--- src/hw/rtl/wsfd_pkg.sv ---
package wsfd_pkg;

	// parser phase codes
	localparam logic [2:0] PH_HDR0 = 3'd0;
	localparam logic [2:0] PH_HDR1 = 3'd1;
	localparam logic [2:0] PH_EXT  = 3'd2;
	localparam logic [2:0] PH_KEY  = 3'd3;
	localparam logic [2:0] PH_DATA = 3'd4;

	// 7-bit length codes that announce an extended length
	localparam logic [6:0] LEN_EXT16 = 7'd126;
	localparam logic [6:0] LEN_EXT64 = 7'd127;

	// extended length bytes still to come after the first one
	localparam logic [2:0] EXT16_LEFT = 3'd1;
	localparam logic [2:0] EXT64_LEFT = 3'd7;

	// index of the last masking key byte
	localparam logic [1:0] KEY_LAST = 2'd3;

	// one result request
	typedef struct packed {
		logic [7:0] payload_byte;
		logic       has_data;
		logic       last_of_frame;
		logic [3:0] frame_opcode;
		logic       frame_fin;
	} res_t;

endpackage

--- src/hw/rtl/wsfd_ifs.sv ---
// raw byte channel
interface wsfd_byte_if;
	logic       valid;
	logic       ready;
	logic [7:0] byte_in;

	modport source (output valid, output byte_in, input ready);
	modport sink   (input valid, input byte_in, output ready);
endinterface

// deframed result channel
interface wsfd_res_if;
	logic       valid;
	logic       ready;
	logic [7:0] payload_byte;
	logic       has_data;
	logic       last_of_frame;
	logic [3:0] frame_opcode;
	logic       frame_fin;

	modport source (
		output valid, output payload_byte, output has_data, output last_of_frame,
		output frame_opcode, output frame_fin, input ready
	);
	modport sink (
		input valid, input payload_byte, input has_data, input last_of_frame,
		input frame_opcode, input frame_fin, output ready
	);
endinterface

--- src/hw/rtl/wsfd_parse.sv ---
module wsfd_parse
	import wsfd_pkg::*;
(
	input  logic       clk,
	input  logic       arst_n,
	input  logic       advance,
	input  logic [7:0] byte_s1,
	output logic       res_vld,
	output res_t       res
);

	logic [2:0]  phase_q, phase_d;
	logic [2:0]  ext_cnt_q, ext_cnt_d;
	logic        fin_q, fin_d;
	logic [3:0]  opcode_q, opcode_d;
	logic        masked_q, masked_d;
	logic [31:0] key_q, key_d;
	logic [63:0] remain_q, remain_d;
	logic [1:0]  key_idx_q, key_idx_d;
	logic [6:0]  len7;
	logic [7:0]  key_byte;
	logic [7:0]  data_byte;
	logic        last;

	assign len7 = byte_s1[6:0];

	// key byte for the current payload index, first key byte in the top bits
	always_comb begin
		unique case (key_idx_q)
			2'd0: key_byte = key_q[31:24];
			2'd1: key_byte = key_q[23:16];
			2'd2: key_byte = key_q[15:8];
			default: key_byte = key_q[7:0];
		endcase
	end

	// next state and result for the byte in the input register
	always_comb begin
		phase_d   = phase_q;
		ext_cnt_d = ext_cnt_q;
		fin_d     = fin_q;
		opcode_d  = opcode_q;
		masked_d  = masked_q;
		key_d     = key_q;
		remain_d  = remain_q;
		key_idx_d = key_idx_q;
		res_vld   = 1'b0;
		data_byte = 8'd0;
		last      = 1'b0;
		unique case (phase_q)
			PH_HDR1: begin
				masked_d  = byte_s1[7];
				key_idx_d = 2'd0;
				key_d     = 32'd0;
				if (len7 == LEN_EXT16 || len7 == LEN_EXT64) begin
					remain_d  = 64'd0;
					ext_cnt_d = (len7 == LEN_EXT16) ? EXT16_LEFT : EXT64_LEFT;
					phase_d   = PH_EXT;
				end else begin
					remain_d = {57'd0, len7};
					if (byte_s1[7]) begin
						phase_d = PH_KEY;
					end else if (len7 == 7'd0) begin
						phase_d = PH_HDR0;
						res_vld = 1'b1;
						last    = 1'b1;
					end else begin
						phase_d = PH_DATA;
					end
				end
			end
			PH_EXT: begin
				remain_d = {remain_q[55:0], byte_s1};
				if (ext_cnt_q != 3'd0) begin
					ext_cnt_d = ext_cnt_q - 3'd1;
				end else if (masked_q) begin
					key_idx_d = 2'd0;
					phase_d   = PH_KEY;
				end else begin
					key_idx_d = 2'd0;
					if ({remain_q[55:0], byte_s1} == 64'd0) begin
						phase_d = PH_HDR0;
						res_vld = 1'b1;
						last    = 1'b1;
					end else begin
						phase_d = PH_DATA;
					end
				end
			end
			PH_KEY: begin
				key_d = {key_q[23:0], byte_s1};
				if (key_idx_q != KEY_LAST) begin
					key_idx_d = key_idx_q + 2'd1;
				end else begin
					key_idx_d = 2'd0;
					if (remain_q == 64'd0) begin
						phase_d = PH_HDR0;
						res_vld = 1'b1;
						last    = 1'b1;
					end else begin
						phase_d = PH_DATA;
					end
				end
			end
			PH_DATA: begin
				key_idx_d = key_idx_q + 2'd1;
				remain_d  = remain_q - 64'd1;
				last      = (remain_q == 64'd1);
				data_byte = masked_q ? (byte_s1 ^ key_byte) : byte_s1;
				res_vld   = 1'b1;
				if (remain_q == 64'd1) begin
					phase_d = PH_HDR0;
				end
			end
			default: begin
				fin_d    = byte_s1[7];
				opcode_d = byte_s1[3:0];
				phase_d  = PH_HDR1;
			end
		endcase
	end

	// result fields; opcode and fin only change on a byte that gives no result
	always_comb begin
		res.payload_byte  = data_byte;
		res.has_data      = (phase_q == PH_DATA);
		res.last_of_frame = last;
		res.frame_opcode  = opcode_q;
		res.frame_fin     = fin_q;
	end

	// parser state
	always_ff @(posedge clk or negedge arst_n) begin
		if (!arst_n) begin
			phase_q   <= PH_HDR0;
			ext_cnt_q <= 3'd0;
			fin_q     <= 1'b0;
			opcode_q  <= 4'd0;
			masked_q  <= 1'b0;
			key_q     <= 32'd0;
			remain_q  <= 64'd0;
			key_idx_q <= 2'd0;
		end else if (advance) begin
			phase_q   <= phase_d;
			ext_cnt_q <= ext_cnt_d;
			fin_q     <= fin_d;
			opcode_q  <= opcode_d;
			masked_q  <= masked_d;
			key_q     <= key_d;
			remain_q  <= remain_d;
			key_idx_q <= key_idx_d;
		end
	end

endmodule

--- src/hw/rtl/wsfd_out.sv ---
module wsfd_out
	import wsfd_pkg::*;
(
	input  logic       clk,
	input  logic       arst_n,
	input  logic       load,
	input  res_t       res,
	output logic       free,
	wsfd_res_if.source res_o
);

	logic valid_q;
	res_t res_q;

	// register can take a result when empty or being drained
	assign free = !valid_q || res_o.ready;

	// valid flag
	always_ff @(posedge clk or negedge arst_n) begin
		if (!arst_n) begin
			valid_q <= 1'b0;
		end else if (free) begin
			valid_q <= load;
		end
	end

	// result payload
	always_ff @(posedge clk) begin
		if (free && load) begin
			res_q <= res;
		end
	end

	assign res_o.valid         = valid_q;
	assign res_o.payload_byte  = res_q.payload_byte;
	assign res_o.has_data      = res_q.has_data;
	assign res_o.last_of_frame = res_q.last_of_frame;
	assign res_o.frame_opcode  = res_q.frame_opcode;
	assign res_o.frame_fin     = res_q.frame_fin;

endmodule

--- src/hw/rtl/websocket_frame_deframer_top.sv ---
// channel | dir | payload                                              | request
// rx      | in  | byte_in[7:0]                                         | one stream byte
// res     | out | payload_byte, has_data, last_of_frame, frame_opcode, | one deframed byte
//         |     | frame_fin                                            | or empty frame
//
// one byte per clock sustained while res.ready stays high; a byte goes input register -> parser
// -> result register, and its result is driven onto res from the result register
// header, length and key bytes give no result, except the one ending an empty frame
// arst_n clears the parser to expect a new frame header
// a stalled result register holds the parser; a full input register then drops rx.ready
module websocket_frame_deframer_top
	import wsfd_pkg::*;
(
	input  logic        clk,
	input  logic        arst_n,
	wsfd_byte_if.sink   rx,
	wsfd_res_if.source  res
);

	logic       valid_s1;
	logic [7:0] byte_s1;
	logic       out_free;
	logic       advance;
	logic       res_vld;
	res_t       res_d;

	// the held byte moves on whenever the result register has room
	assign advance  = valid_s1 && out_free;
	assign rx.ready = !valid_s1 || out_free;

	// input register
	always_ff @(posedge clk or negedge arst_n) begin
		if (!arst_n) begin
			valid_s1 <= 1'b0;
		end else if (rx.ready) begin
			valid_s1 <= rx.valid;
		end
	end

	always_ff @(posedge clk) begin
		if (rx.ready && rx.valid) begin
			byte_s1 <= rx.byte_in;
		end
	end

	wsfd_parse u_parse (
		.clk     (clk),
		.arst_n  (arst_n),
		.advance (advance),
		.byte_s1 (byte_s1),
		.res_vld (res_vld),
		.res     (res_d)
	);

	wsfd_out u_out (
		.clk    (clk),
		.arst_n (arst_n),
		.load   (advance && res_vld),
		.res    (res_d),
		.free   (out_free),
		.res_o  (res)
	);

endmodule

--- src/flat_wrapper.sv ---
// flat-port wrapper written by rule: the top's interface ports become plain ports
module websocket_frame_deframer_top_flat import wsfd_pkg::*;
  (clk, arst_n, rx_valid, rx_byte_in, rx_ready, res_valid, res_payload_byte, res_has_data, res_last_of_frame, res_frame_opcode, res_frame_fin, res_ready);
  wsfd_byte_if rx_i ();
  wsfd_res_if res_i ();
  input  logic clk;
  input  logic arst_n;
  input wire logic [$bits(rx_i.valid)-1:0] rx_valid;
  input wire logic [$bits(rx_i.byte_in)-1:0] rx_byte_in;
  output wire logic [$bits(rx_i.ready)-1:0] rx_ready;
  output wire logic [$bits(res_i.valid)-1:0] res_valid;
  output wire logic [$bits(res_i.payload_byte)-1:0] res_payload_byte;
  output wire logic [$bits(res_i.has_data)-1:0] res_has_data;
  output wire logic [$bits(res_i.last_of_frame)-1:0] res_last_of_frame;
  output wire logic [$bits(res_i.frame_opcode)-1:0] res_frame_opcode;
  output wire logic [$bits(res_i.frame_fin)-1:0] res_frame_fin;
  input wire logic [$bits(res_i.ready)-1:0] res_ready;
  assign rx_i.valid = rx_valid;
  assign rx_i.byte_in = rx_byte_in;
  assign rx_ready = rx_i.ready;
  assign res_valid = res_i.valid;
  assign res_payload_byte = res_i.payload_byte;
  assign res_has_data = res_i.has_data;
  assign res_last_of_frame = res_i.last_of_frame;
  assign res_frame_opcode = res_i.frame_opcode;
  assign res_frame_fin = res_i.frame_fin;
  assign res_i.ready = res_ready;
  websocket_frame_deframer_top u_core (.clk(clk), .arst_n(arst_n), .rx(rx_i), .res(res_i));
endmodule
--- config.mk ---
export PLATFORM = sky130hd
export DESIGN_NAME = websocket_frame_deframer_top_flat
export DESIGN_NICKNAME = d
export VERILOG_FILES = /design/src/hw/rtl/wsfd_pkg.sv /design/src/hw/rtl/wsfd_ifs.sv /design/src/hw/rtl/wsfd_parse.sv /design/src/hw/rtl/wsfd_out.sv /design/src/hw/rtl/websocket_frame_deframer_top.sv /design/src/flat_wrapper.sv
export SDC_FILE = /design/constraint.sdc
export NUM_CORES = 1
export LEC_CHECK = 0
export BUFFER_PORTS_ARGS = -buffer_cell sky130_fd_sc_hd__buf_2
export CORE_MARGIN = 2
export CORE_UTILIZATION = 35
export DETAILED_ROUTE_END_ITERATION = 8
export REMOVE_ABC_BUFFERS = 1
export SLEW_MARGIN = 20
export SYNTH_ARGS = -nofsm -noshare
export SYNTH_HDL_FRONTEND = slang
export SYNTH_SLANG_ARGS = --single-unit
--- constraint.sdc ---
create_clock -name clk -period 4 [get_ports clk]
set_input_delay 0.4 -clock clk [delete_from_list [all_inputs] [get_ports clk]]
set_output_delay 0.4 -clock clk [all_outputs]
set_load 0.05 [all_outputs]
==> reports/qor.yml, run 1 <==
outcome: "finished, final reports clean"
maximum_clock_skew_at_final_layout_ns: 0.0104
cts_buffer_depth: 2
cp-startpoint: "u_core.u_parse.remain_q[39]"
nets: 892
leakage_dissipation_nw: 3.52
post_synth_inst_count: 861
power.sequential.fraction: 0.352
synth_edf_count: 23
worst_path_max_delay_cell: "or4_4"
num_rows: 53
cell_at_the_root_of_the_clock_tree: "clkbuf_16"
crit_cells: 6
rsz0062_at_grt: "no"
post_synth_xor_area_fraction: 0.0104
synth_top_family_by_area: "simple AND/OR/NAND/NOR gates"
die_height_um: 151
synthArstFlopShare: 0.830
diodes: 0
timing.final.ws_setup_ns: 0.547
synthTopCellsByCount: "nand2_1 (130), dfrtp_1 (112), o21ai_0 (97)"
crit_path_end_kind: "flip-flop"
clk_pin_slew_ns: 0.06
synth-compound-area-share: 0.221
yosys_warnings: 0
boundaryPins: 29
criticalPathCategory: "reg2reg"
finish.cell_count_without_fillers: 1160
detail_route.wirelength_mm: 22.1
timing.critical_path.mode_cell: "or4_4"
clk_lat_worst_skew_ns: 0.42
grt-ovfl-total: 0
cpLargestDelayFamily: "simple AND/OR/NAND/NOR gates"
switching_power_mw: 2.53
drt_pre_antenna_iters: 5
irDropWorstVdd_mv: 0.303
cp-start-kind: "flip-flop"
cellInternalPower_mw: 3.28
finalWorstPathRequiredPeriod_ns: 3.45
place.gp.congestion: 0.893
totalNegativeSetupSlack_ns: 0
worstMarginPinSlew_ns: 0.953
crit_buf_inv: 1
cp.arrival_ns: 3.58
synthesis.area_per_instance_um2: 8.78
ff_latch_area_um2: 3490
hold_slack_ns: 0.00811
grt_first_pass_wirelength_mm: 36.4
via_count: 6847
worst-r2r-setup-slack_ns: 0.55
min-delay-path-class: "in2async"
final_layout_size_suffix_gt1_frac: 0.122
setup.worst_path.end: "u_core.u_out.res_o.has_data"
place.detailed.instances: 1128
crit_path_max_incr_delay_ns: 0.62
clock_tree_from_tritoncts: "yes"
synthSimpleGateAreaFrac: 0.242
n_fill_cell: 2114
drt-vias-per-instance: 5.90
initial_utilization: 0.358
tritoncts_buffer_count: 17
power_switching_share: 0.435
synth.ff_latch_count: 135
ff2ff_path_depth: 6
post_synth_main_area_contributors: "dfrtp_1 (37%), edfxtp_1 (9.1%), nand2_1 (6.5%)"
finalHoldViolations: 0
synth_ff_type: "dfrtp_1"
comb_power_share: 0.382
placeableCoreArea_um2: 21100
cts_setup_buffers: 0
grt_pass1_vias: 6710
synthDominantCellAreaShare: 0.371
post_synth_fa_ha_maj_area_fraction: 0.0132
finalCritPeriodShare: 0.863
power-per-cell-area_nw_per_um2: 675
reg_to_reg_end: "u_core.u_out.res_o.has_data"
post_synth_num_cell_types: 64
clock_tree.htree_level_count: 4
drc_errors: 0
p_clk_frac: 0.266
post_cts.resized_instances: 0
cts_num_sinks: 135
synth.mux.area_fraction: 0.0129
flow.area_growth_from_synthesis_pct: 13.9
io_port_bufs: 28
maximum_number_of_pins_on_one_net_before_global_route_repair: 67
most_common_cell_in_the_netlist: "nand2_1"
multiInputGateArea_um2: 3810
antenna_found_initial: 0
hold_buffers_post_cts: 0
post_dp_cell_area_um2: 8030
final_core_util: 0.408
cap_viol_max_count: 0
synth_sequential_area_ratio: 0.462
critical_path.reg2reg.startpoint: "u_core.u_parse.remain_q[39]"
dp_hpwl_mm: 14.5
postRouteAntennaNets: 0
fmax_ghz: 0.290
design_area_um2: 8610
placement.setup.worst_slack_ns: 0.610
grt.total_usage: 0.204
critical_path_required_ns: 4.13
post_synth_instance_area_um2: 7560
count_of_routing_violations_after_the_opening_detailed_route_iteration: 725
crit_chain: "or4_4 > or4_4 > nor4_4 > o211ai_1 > a31oi_2 > buf_4"
routedWlPerCell_um: 19.0
timing.critical_path.fanout_max: 10
timing.final.setup_violations: 0
synth_area_leader_cell: "dfrtp_1"
total_power_mw: 5.81
die_boundary_width_um: 151
slew_headroom: 0.365
floorplan.die_area_um2: 22800
slew_viol_final: 0
-- how the worst min path moves through the flow --
| stage | startpoint | endpoint | slack, ns | cells past startpoint |
|---|---|---|---|---|
| floorplan | arst_n | u_core.u_out.res_o.valid | 0.10 | 0 |
| global placement | u_core.u_parse.opcode_q[2] | u_core.u_out.res_o.frame_opcode[2] | 0.43 | 0 |
| detailed placement | u_core.u_parse.opcode_q[1] | u_core.u_out.res_o.frame_opcode[1] | 0.44 | 0 |
| CTS | arst_n | u_core.u_parse.key_q[30] | 0.03 | 1 |
| global route | arst_n | u_core.u_parse.remain_q[2] | 0.05 | 1 |
| finish | arst_n | u_core.u_parse.remain_q[10] | 0.008 | 1 |
-- cell families (layout without fill, tap and decap cells) --
group                      Yosys count  after routing
DFF                                135            135
AOI/OAI and AO/OA                  252            252
and+or+nand+nor                    373            373
xor gates and xnor gates             9              9
muxes                                9              9
buffers and inverters               75             99
adders and majority gates            8              8
-- layout make-up --
cell class | instances | area share
Inverter | 16 | 0.00698
Clock buffer | 18 | 0.0510
Tap cell | 275 | 0.0400
Sequential cell | 135 | 0.406
Clock inverter | 14 | 0.0160
Timing Repair Buffer | 51 | 0.0381
Multi-Input combinational cell | 651 | 0.442
-- state kept, by name (all words and copies together) (netlist names), 2 cells and up --
register and cells:
u_core.u_parse.ext_cnt_q 3, u_core.byte_s1 8, u_core.u_out.res_o.frame_opcode 4, u_core.u_parse.key_idx_q 2, u_core.u_parse.opcode_q 4, u_core.u_parse.remain_q 64
u_core.u_parse.key_q 32, u_core.u_parse.phase_q 3, u_core.u_out.res_o.payload_byte 8
-- cells in the final DEF, fill, tap and decap left out, types with 9 or more instances in the layout --
cell type	count
a21oi_1	33
a22o_1	15
a22oi_1	18
buf_2	27
buf_4	23
clkbuf_16	17
dfrtp_1	112
edfxtp_1	23
inv_1	15
nand2_1	129
nand3_1	28
nand4_1	14
nor2_1	74
nor3_1	36
nor4_1	22
o21ai_0	97
o311ai_0	10
or3_1	10
or4_1	9
-- per-layer routing --
metal / share of wire / up-vias / GRT usage
li1: - / 3249 / -
met1: 0.48 / 3323 / 0.290
met2: 0.46 / 245 / 0.312
met3: 0.053 / 30 / 0.0428
met4: 0.015 / 0 / 0.0607
met5: 0 / - / 0
-- worst register-to-register path: cells and delay by family (launching register included) --
kind,cells,cell delay (ns)
AOI/OAI and AO/OA,2,0.78
buffers and inverters,1,0.28
and+or+nand+nor,3,1.67
DFF,1,0.43
-- power groups by stage --
stage / sequential (mW) / clock, mW / combinational, mW
6_report: 2.05 / 1.54 / 2.22
5_1_grt: 2.09 / 1.64 / 2.46
4_1_cts: 2.03 / 1.58 / 2.19
3_5_place_dp: 2.06 / 0 / 2.18
3_3_place_gp: 2.05 / 0 / 2.17
2_1_floorplan: 1.99 / 0 / 1.46
(Power assumes the default switching activity.)
==> run 2: changes to the inputs <==
==> constraint.sdc (replaced) <==
create_clock -name clk -period 4 [get_ports clk]
set_input_delay 0 -clock clk [delete_from_list [all_inputs] [get_ports clk]]
set_output_delay 0 -clock clk [all_outputs]
set_load 0.05 [all_outputs]
==> reports/qor.yml, run 2 (synthesis gave the netlist of run 1 again) <==
boundaryPins: 29  # unchanged
via_count: 6946  # was 6,847
cap_viol_max_count: 0  # unchanged
diodes: 0  # unchanged
clk_lat_worst_skew_ns: 0.43  # was 0.42 ns
initial_utilization: 0.358  # unchanged
power_switching_share: 0.434  # was 0.435
clk_pin_slew_ns: 0.06  # about the same
largest-register: "u_core.u_parse.remain_q"  # unchanged
design_area_um2: 8710  # was 8610 um^2
final_core_util: 0.413  # was 0.408
layout.cells.most_common_list: "nand2_1 (129), dfrtp_1 (112), o21ai_0 (97)"  # unchanged
count_of_routing_violations_after_the_opening_detailed_route_iteration: 800  # was 725
timing.final.setup_violations: 0  # unchanged
finalHoldViolations: 0  # unchanged
finish.cell_count_without_fillers: 1170  # was 1,160
final_layout_size_suffix_gt1_frac: 0.118  # was 0.122
cts_buffer_depth: 2  # unchanged
drt-vias-per-instance: 5.94  # was 5.90
cellInternalPower_mw: 3.28  # about the same
place.detailed.instances: 1126  # was 1,128
grt_first_pass_wirelength_mm: 36.5  # was 36.4 mm
worstMarginPinSlew_ns: 0.806  # was 0.953 ns
crit_path_end_kind: "flip-flop"  # unchanged
nets: 902  # was 892
cp-start-kind: "flip-flop"  # unchanged
placeableCoreArea_um2: 21100  # unchanged
place.gp.congestion: 0.920  # was 0.893
floorplan.die_area_um2: 22800  # unchanged
layout_commonest_cell: "nand2_1"  # unchanged
post_dp_cell_area_um2: 8020  # was 8030 um^2
dp_hpwl_mm: 14.3  # was 14.5 mm
tritoncts_buffer_count: 17  # unchanged
die_boundary_width_um: 151  # unchanged
comb_power_share: 0.387  # was 0.382
postRouteAntennaNets: 0  # unchanged
largest_register_ff_count: 64  # unchanged
outcome: "finished, final reports clean"  # unchanged
grt_pass1_vias: 6737  # was 6,710
p_clk_frac: 0.267  # was 0.266
finalCritPeriodShare: 0.844  # was 0.863
num_rows: 53  # unchanged
drt_pre_antenna_iters: 6  # was 5
maximum_number_of_pins_on_one_net_before_global_route_repair: 51  # was 67
grt-ovfl-total: 0  # unchanged
routedWlPerCell_um: 18.8  # was 19.0 um
finalWorstPathRequiredPeriod_ns: 3.38  # was 3.45 ns
clock_tree.htree_level_count: 4  # unchanged
power-per-cell-area_nw_per_um2: 665  # was 675 nW/um^2
irDropWorstVdd_mv: 0.354  # was 0.303 mV
cp.arrival_ns: 3.51  # was 3.58 ns
die_height_um: 151  # unchanged
grt.total_usage: 0.205  # was 0.204
switching_power_mw: 2.51  # was 2.53 mW
cell_at_the_root_of_the_clock_tree: "clkbuf_16"  # unchanged
power.sequential.fraction: 0.346  # was 0.352
io_port_bufs: 28  # unchanged
fmax_ghz: 0.296  # was 0.290 GHz
slew_viol_final: 0  # unchanged
detail_route.wirelength_mm: 22.0  # was 22.1 mm
critical_path_required_ns: 4.13  # about the same
maximum_clock_skew_at_final_layout_ns: 0.0106  # was 0.0104 ns
timing.critical_path.fanout_max: 10  # unchanged
drc_errors: 0  # unchanged
clock_tree_from_tritoncts: "yes"  # unchanged
slew_headroom: 0.458  # was 0.365
min-delay-path-class: "in2async"  # unchanged
antenna_found_initial: 0  # unchanged
leakage_dissipation_nw: 3.57  # was 3.52 nW
cts_num_sinks: 135  # unchanged
flow.area_growth_from_synthesis_pct: 15.3  # was 13.9%
rsz0062_at_grt: "no"  # unchanged
criticalPathCategory: "reg2reg"  # unchanged
registers_with_the_highest_flip_flop_counts: "u_core.u_parse.remain_q: 64 flops, u_core.u_parse.key_q: 32 flops"  # unchanged
==> run 2: final cells by class <==
cell class / count / area [um^2]
Fill cell: 2108 / 12400
Multi-Input combinational cell: 651 / 3810
Clock inverter: 14 / 138
Timing Repair Buffer: 61 / 433
Clock buffer: 18 / 439
Tap cell: 275 / 344
Inverter: 16 / 60.1
Sequential cell: 135 / 3490
==> run 2: power by group through the flow <==
stage	sequential, mW	clock [mW]	combinational (mW)
2_1_floorplan	1.99	0	1.46
3_3_place_gp	2.01	0	2.19
3_5_place_dp	2.02	0	2.20
4_1_cts	2.00	1.58	2.22
5_1_grt	2.05	1.64	2.49
6_report	2.00	1.55	2.24
==> run 2: per-layer routing <==
metal | part of all wire | track usage | wire [um]
met4 | 0.013 | 0.0561 | 285
met1 | 0.46 | 0.292 | 10200
met2 | 0.46 | 0.315 | 10100
met3 | 0.065 | 0.0437 | 1440
met5 | 0 | 0 | 0
==> run 2: final timing paths <==
| check | startpoint | to | slack (ns) | cells past startpoint |
|---|---|---|---|---|
| max | u_core.u_parse.remain_q[39] | u_core.u_out.res_o.frame_fin | 0.62 | 6 |
| min | arst_n | u_core.u_parse.remain_q[18] | 0.14 | 2 |
| max reg2reg | u_core.u_parse.remain_q[39] | u_core.u_out.res_o.frame_fin | 0.62 | 6 |
| min reg2reg | u_core.u_parse.opcode_q[1] | u_core.u_out.res_o.frame_opcode[1] | 0.45 | 0 |
| max in group asynchronous | arst_n | u_core.u_parse.remain_q[58] | 2.89 | 3 |
| min in group clk | rx_byte_in[0] | u_core.byte_s1[0] | 0.29 | 2 |
==> run 2: metrics by stage <==
step	setup slack, ns	total power [mW]	hold slack [ns]	TNS, ns
after global routing	0.466	6.17	0.191	0
after CTS	0.617	5.79	0.153	0
final	0.623	5.79	0.135	0
after global placement	0.673	4.20	0.0691	0
after floorplan	-2.20	3.45	-0.296	-107.98
after detailed placement	0.634	4.22	0.0691	0
==> run 2: critical path, cell delays in order (launching register included) <==
cell,delay (ns)
dfrtp_1,0.44
or4_4,0.55
or4_4,0.62
nor4_4,0.47
o211ai_1,0.23
a31oi_2,0.49
buf_4,0.28
==> run 2: repair_timing <==
| action | in CTS | in global routing |
|---|---|---|
| gates resized for setup | 0 | 0 |
| hold buffers | 12 | 0 |
| hold endpoints to repair | 55 | 0 |
| buffers inserted | 0 | 0 |
==> run 3: changes to the inputs <==
==> constraint.sdc (replaced) <==
create_clock -name clk -period 3.54 [get_ports clk]
set_input_delay 0 -clock clk [delete_from_list [all_inputs] [get_ports clk]]
set_output_delay 0 -clock clk [all_outputs]
set_load 0.05 [all_outputs]
==> reports/qor.yml, run 3 (synthesis gave the netlist of run 1 again) <==
via_count: 7009  # was 6,946
clock_tree.htree_level_count: 4  # unchanged
placeableCoreArea_um2: 21100  # unchanged
drc_errors: 0  # unchanged
cell_at_the_root_of_the_clock_tree: "clkbuf_16"  # unchanged
cp-start-kind: "flip-flop"  # unchanged
cp-startpoint: "u_core.u_parse.remain_q[39]"  # unchanged
grt-ovfl-total: 0  # unchanged
count_of_routing_violations_after_the_opening_detailed_route_iteration: 805  # was 800
post_cts.resized_instances: 0  # unchanged
tritoncts_buffer_count: 17  # unchanged
finalWorstPathRequiredPeriod_ns: 3.08  # was 3.38 ns
finalCritPeriodShare: 0.870  # was 0.844
routedWlPerCell_um: 18.6  # was 18.8 um
nets: 907  # was 902
io_port_bufs: 28  # unchanged
floorplan.die_area_um2: 22800  # unchanged
cts_num_sinks: 135  # unchanged
cts_setup_buffers: 0  # unchanged
largest_register_ff_count: 64  # unchanged
hold_buffers_post_cts: 12  # unchanged
ff2ff_path_depth: 6  # unchanged
layout.cells.most_common_list: "nand2_1 (129), dfrtp_1 (112), o21ai_0 (97)"  # unchanged
total_power_mw: 6.57  # was 5.79 mW
final_core_util: 0.415  # was 0.413
power.sequential.fraction: 0.346  # about the same
worst_path_max_delay_cell: "or4_4"  # unchanged
power-per-cell-area_nw_per_um2: 751  # was 665 nW/um^2
flow.area_growth_from_synthesis_pct: 15.8  # was 15.3%
detail_route.wirelength_mm: 21.8  # was 22.0 mm
die_height_um: 151  # unchanged
worstMarginPinSlew_ns: 0.943  # was 0.806 ns
slew_viol_final: 0  # unchanged
cellInternalPower_mw: 3.69  # was 3.28 mW
registers_with_the_highest_flip_flop_counts: "u_core.u_parse.remain_q: 64 flops, u_core.u_parse.key_q: 32 flops"  # unchanged
p_clk_frac: 0.266  # was 0.267
maximum_number_of_pins_on_one_net_before_global_route_repair: 70  # was 51
crit_path_end_kind: "flip-flop"  # unchanged
min-delay-path-class: "in2async"  # unchanged
crit_buf_inv: 1  # unchanged
drt-vias-per-instance: 5.97  # was 5.94
num_rows: 53  # unchanged
worst-r2r-setup-slack_ns: 0.46  # was 0.62 ns
rsz0062_at_grt: "no"  # unchanged
timing.critical_path.fanout_max: 10  # unchanged
outcome: "finished, final reports clean"  # unchanged
final_layout_size_suffix_gt1_frac: 0.122  # was 0.118
finalHoldViolations: 0  # unchanged
comb_power_share: 0.388  # was 0.387
crit_chain: "or4_4 > or4_4 > nor4_4 > o211ai_1 > a31oi_2 > buf_4"  # unchanged
post_dp_cell_area_um2: 8050  # was 8020 um^2
clk_lat_worst_skew_ns: 0.43  # about the same
place.gp.congestion: 0.903  # was 0.920
clock_tree_from_tritoncts: "yes"  # unchanged
layout_commonest_cell: "nand2_1"  # unchanged
cts_buffer_depth: 2  # unchanged
design_area_um2: 8750  # was 8710 um^2
hold_slack_ns: 0.235  # was 0.135 ns
postRouteAntennaNets: 0  # unchanged
boundaryPins: 29  # unchanged
diodes: 0  # unchanged
largest-register: "u_core.u_parse.remain_q"  # unchanged
maximum_clock_skew_at_final_layout_ns: 0.0116  # was 0.0106 ns
initial_utilization: 0.358  # unchanged
cap_viol_max_count: 0  # unchanged
leakage_dissipation_nw: 3.60  # was 3.57 nW
power_switching_share: 0.438  # was 0.434
critical_path_required_ns: 3.67  # was 4.13 ns
clk_pin_slew_ns: 0.06  # about the same
crit_path_max_incr_delay_ns: 0.62  # about the same
irDropWorstVdd_mv: 0.375  # was 0.354 mV
grt_first_pass_wirelength_mm: 35.4  # was 36.5 mm
drt_pre_antenna_iters: 8  # was 6
dp_hpwl_mm: 14.3  # about the same
critical_path.reg2reg.startpoint: "u_core.u_parse.remain_q[39]"  # unchanged
grt.total_usage: 0.198  # was 0.205
fmax_ghz: 0.325  # was 0.296 GHz
grt_pass1_vias: 6495  # was 6,737
reg_to_reg_end: "u_core.u_out.res_o.payload_byte[2]"  # was u_core.u_out.res_o.frame_fin
setup.worst_path.end: "u_core.u_out.res_o.payload_byte[2]"  # was u_core.u_out.res_o.frame_fin
slew_headroom: 0.372  # was 0.458
timing.final.setup_violations: 0  # unchanged
die_boundary_width_um: 151  # unchanged
criticalPathCategory: "reg2reg"  # unchanged
cp.arrival_ns: 3.21  # was 3.51 ns
antenna_found_initial: 0  # unchanged
crit_cells: 6  # unchanged
switching_power_mw: 2.88  # was 2.51 mW
timing.critical_path.mode_cell: "or4_4"  # unchanged
cpLargestDelayFamily: "simple AND/OR/NAND/NOR gates"  # unchanged
-- run 3: cell count changes in the layout (fill, tap and decap cells not counted) --
cell,previous run,this run
clkinv_4,3,1
inv_4,3,2
clkbuf_16,17,18
inv_6,5,6
buf_4,21,26
clkbuf_8,1,0
inv_8,1,4
nor2_2,2,1
nor2_1,74,75
clkinv_2,0,1
clkinvlp_4,1,0
bufinv_16,1,0
-- run 3: cell type report --
cell class              instances  area [um^2]
inverters                      16         60.1
fillers                      2120        12300
well taps                     275          344
repair buffers                 66          470
clock buffers                  18          450
clock inverters                14          124
multi-input cells             651         3800
flip-flops and latches        135         3490
-- run 3: worst min path at each step --
stage	cells past startpoint	slack, ns	from	endpoint
final	2	0.23	arst_n	u_core.u_parse.remain_q[0]
after CTS	2	0.28	rx_byte_in[6]	u_core.byte_s1[6]
after global placement	1	0.18	rx_byte_in[1]	u_core.byte_s1[1]
after global routing	2	0.30	rx_byte_in[6]	u_core.byte_s1[6]
after floorplan	0	-0.30	arst_n	u_core.u_out.res_o.valid
after detailed placement	1	0.18	rx_byte_in[3]	u_core.byte_s1[3]
-- run 3: worst reg2reg max path, cell delays in order (launching register included) --
cell and delay, ns:
dfrtp_1 0.44, or4_4 0.56, or4_4 0.63, nor4_4 0.46, o211ai_1 0.23, a31oi_2 0.24
buf_4 0.22
-- run 3: power groups by stage --
stage          combinational (mW)  sequential (mW)  clock (mW)
2_1_floorplan                1.65             2.25           0
3_3_place_gp                 2.48             2.28           0
3_5_place_dp                 2.49             2.29           0
4_1_cts                      2.52             2.26        1.78
5_1_grt                      2.81             2.32        1.84
6_report                     2.55             2.27        1.74
-- run 3: through the flow --
step | setup slack [ns] | cells | setup TNS, ns
detailed placement | 0.491 | 1131 | 0
floorplan | -2.66 | 802 | -138.86
global route | 0.312 | 1175 | 0
CTS | 0.482 | 1175 | 0
finish | 0.459 | 1175 | 0
global placement | 0.541 | 1131 | 0
-- run 3: per-layer routing --
metal | track usage | wire, um
met5 | 0 | 0
met4 | 0.0589 | 320
met3 | 0.0383 | 1120
met2 | 0.298 | 9860
met1 | 0.288 | 10500
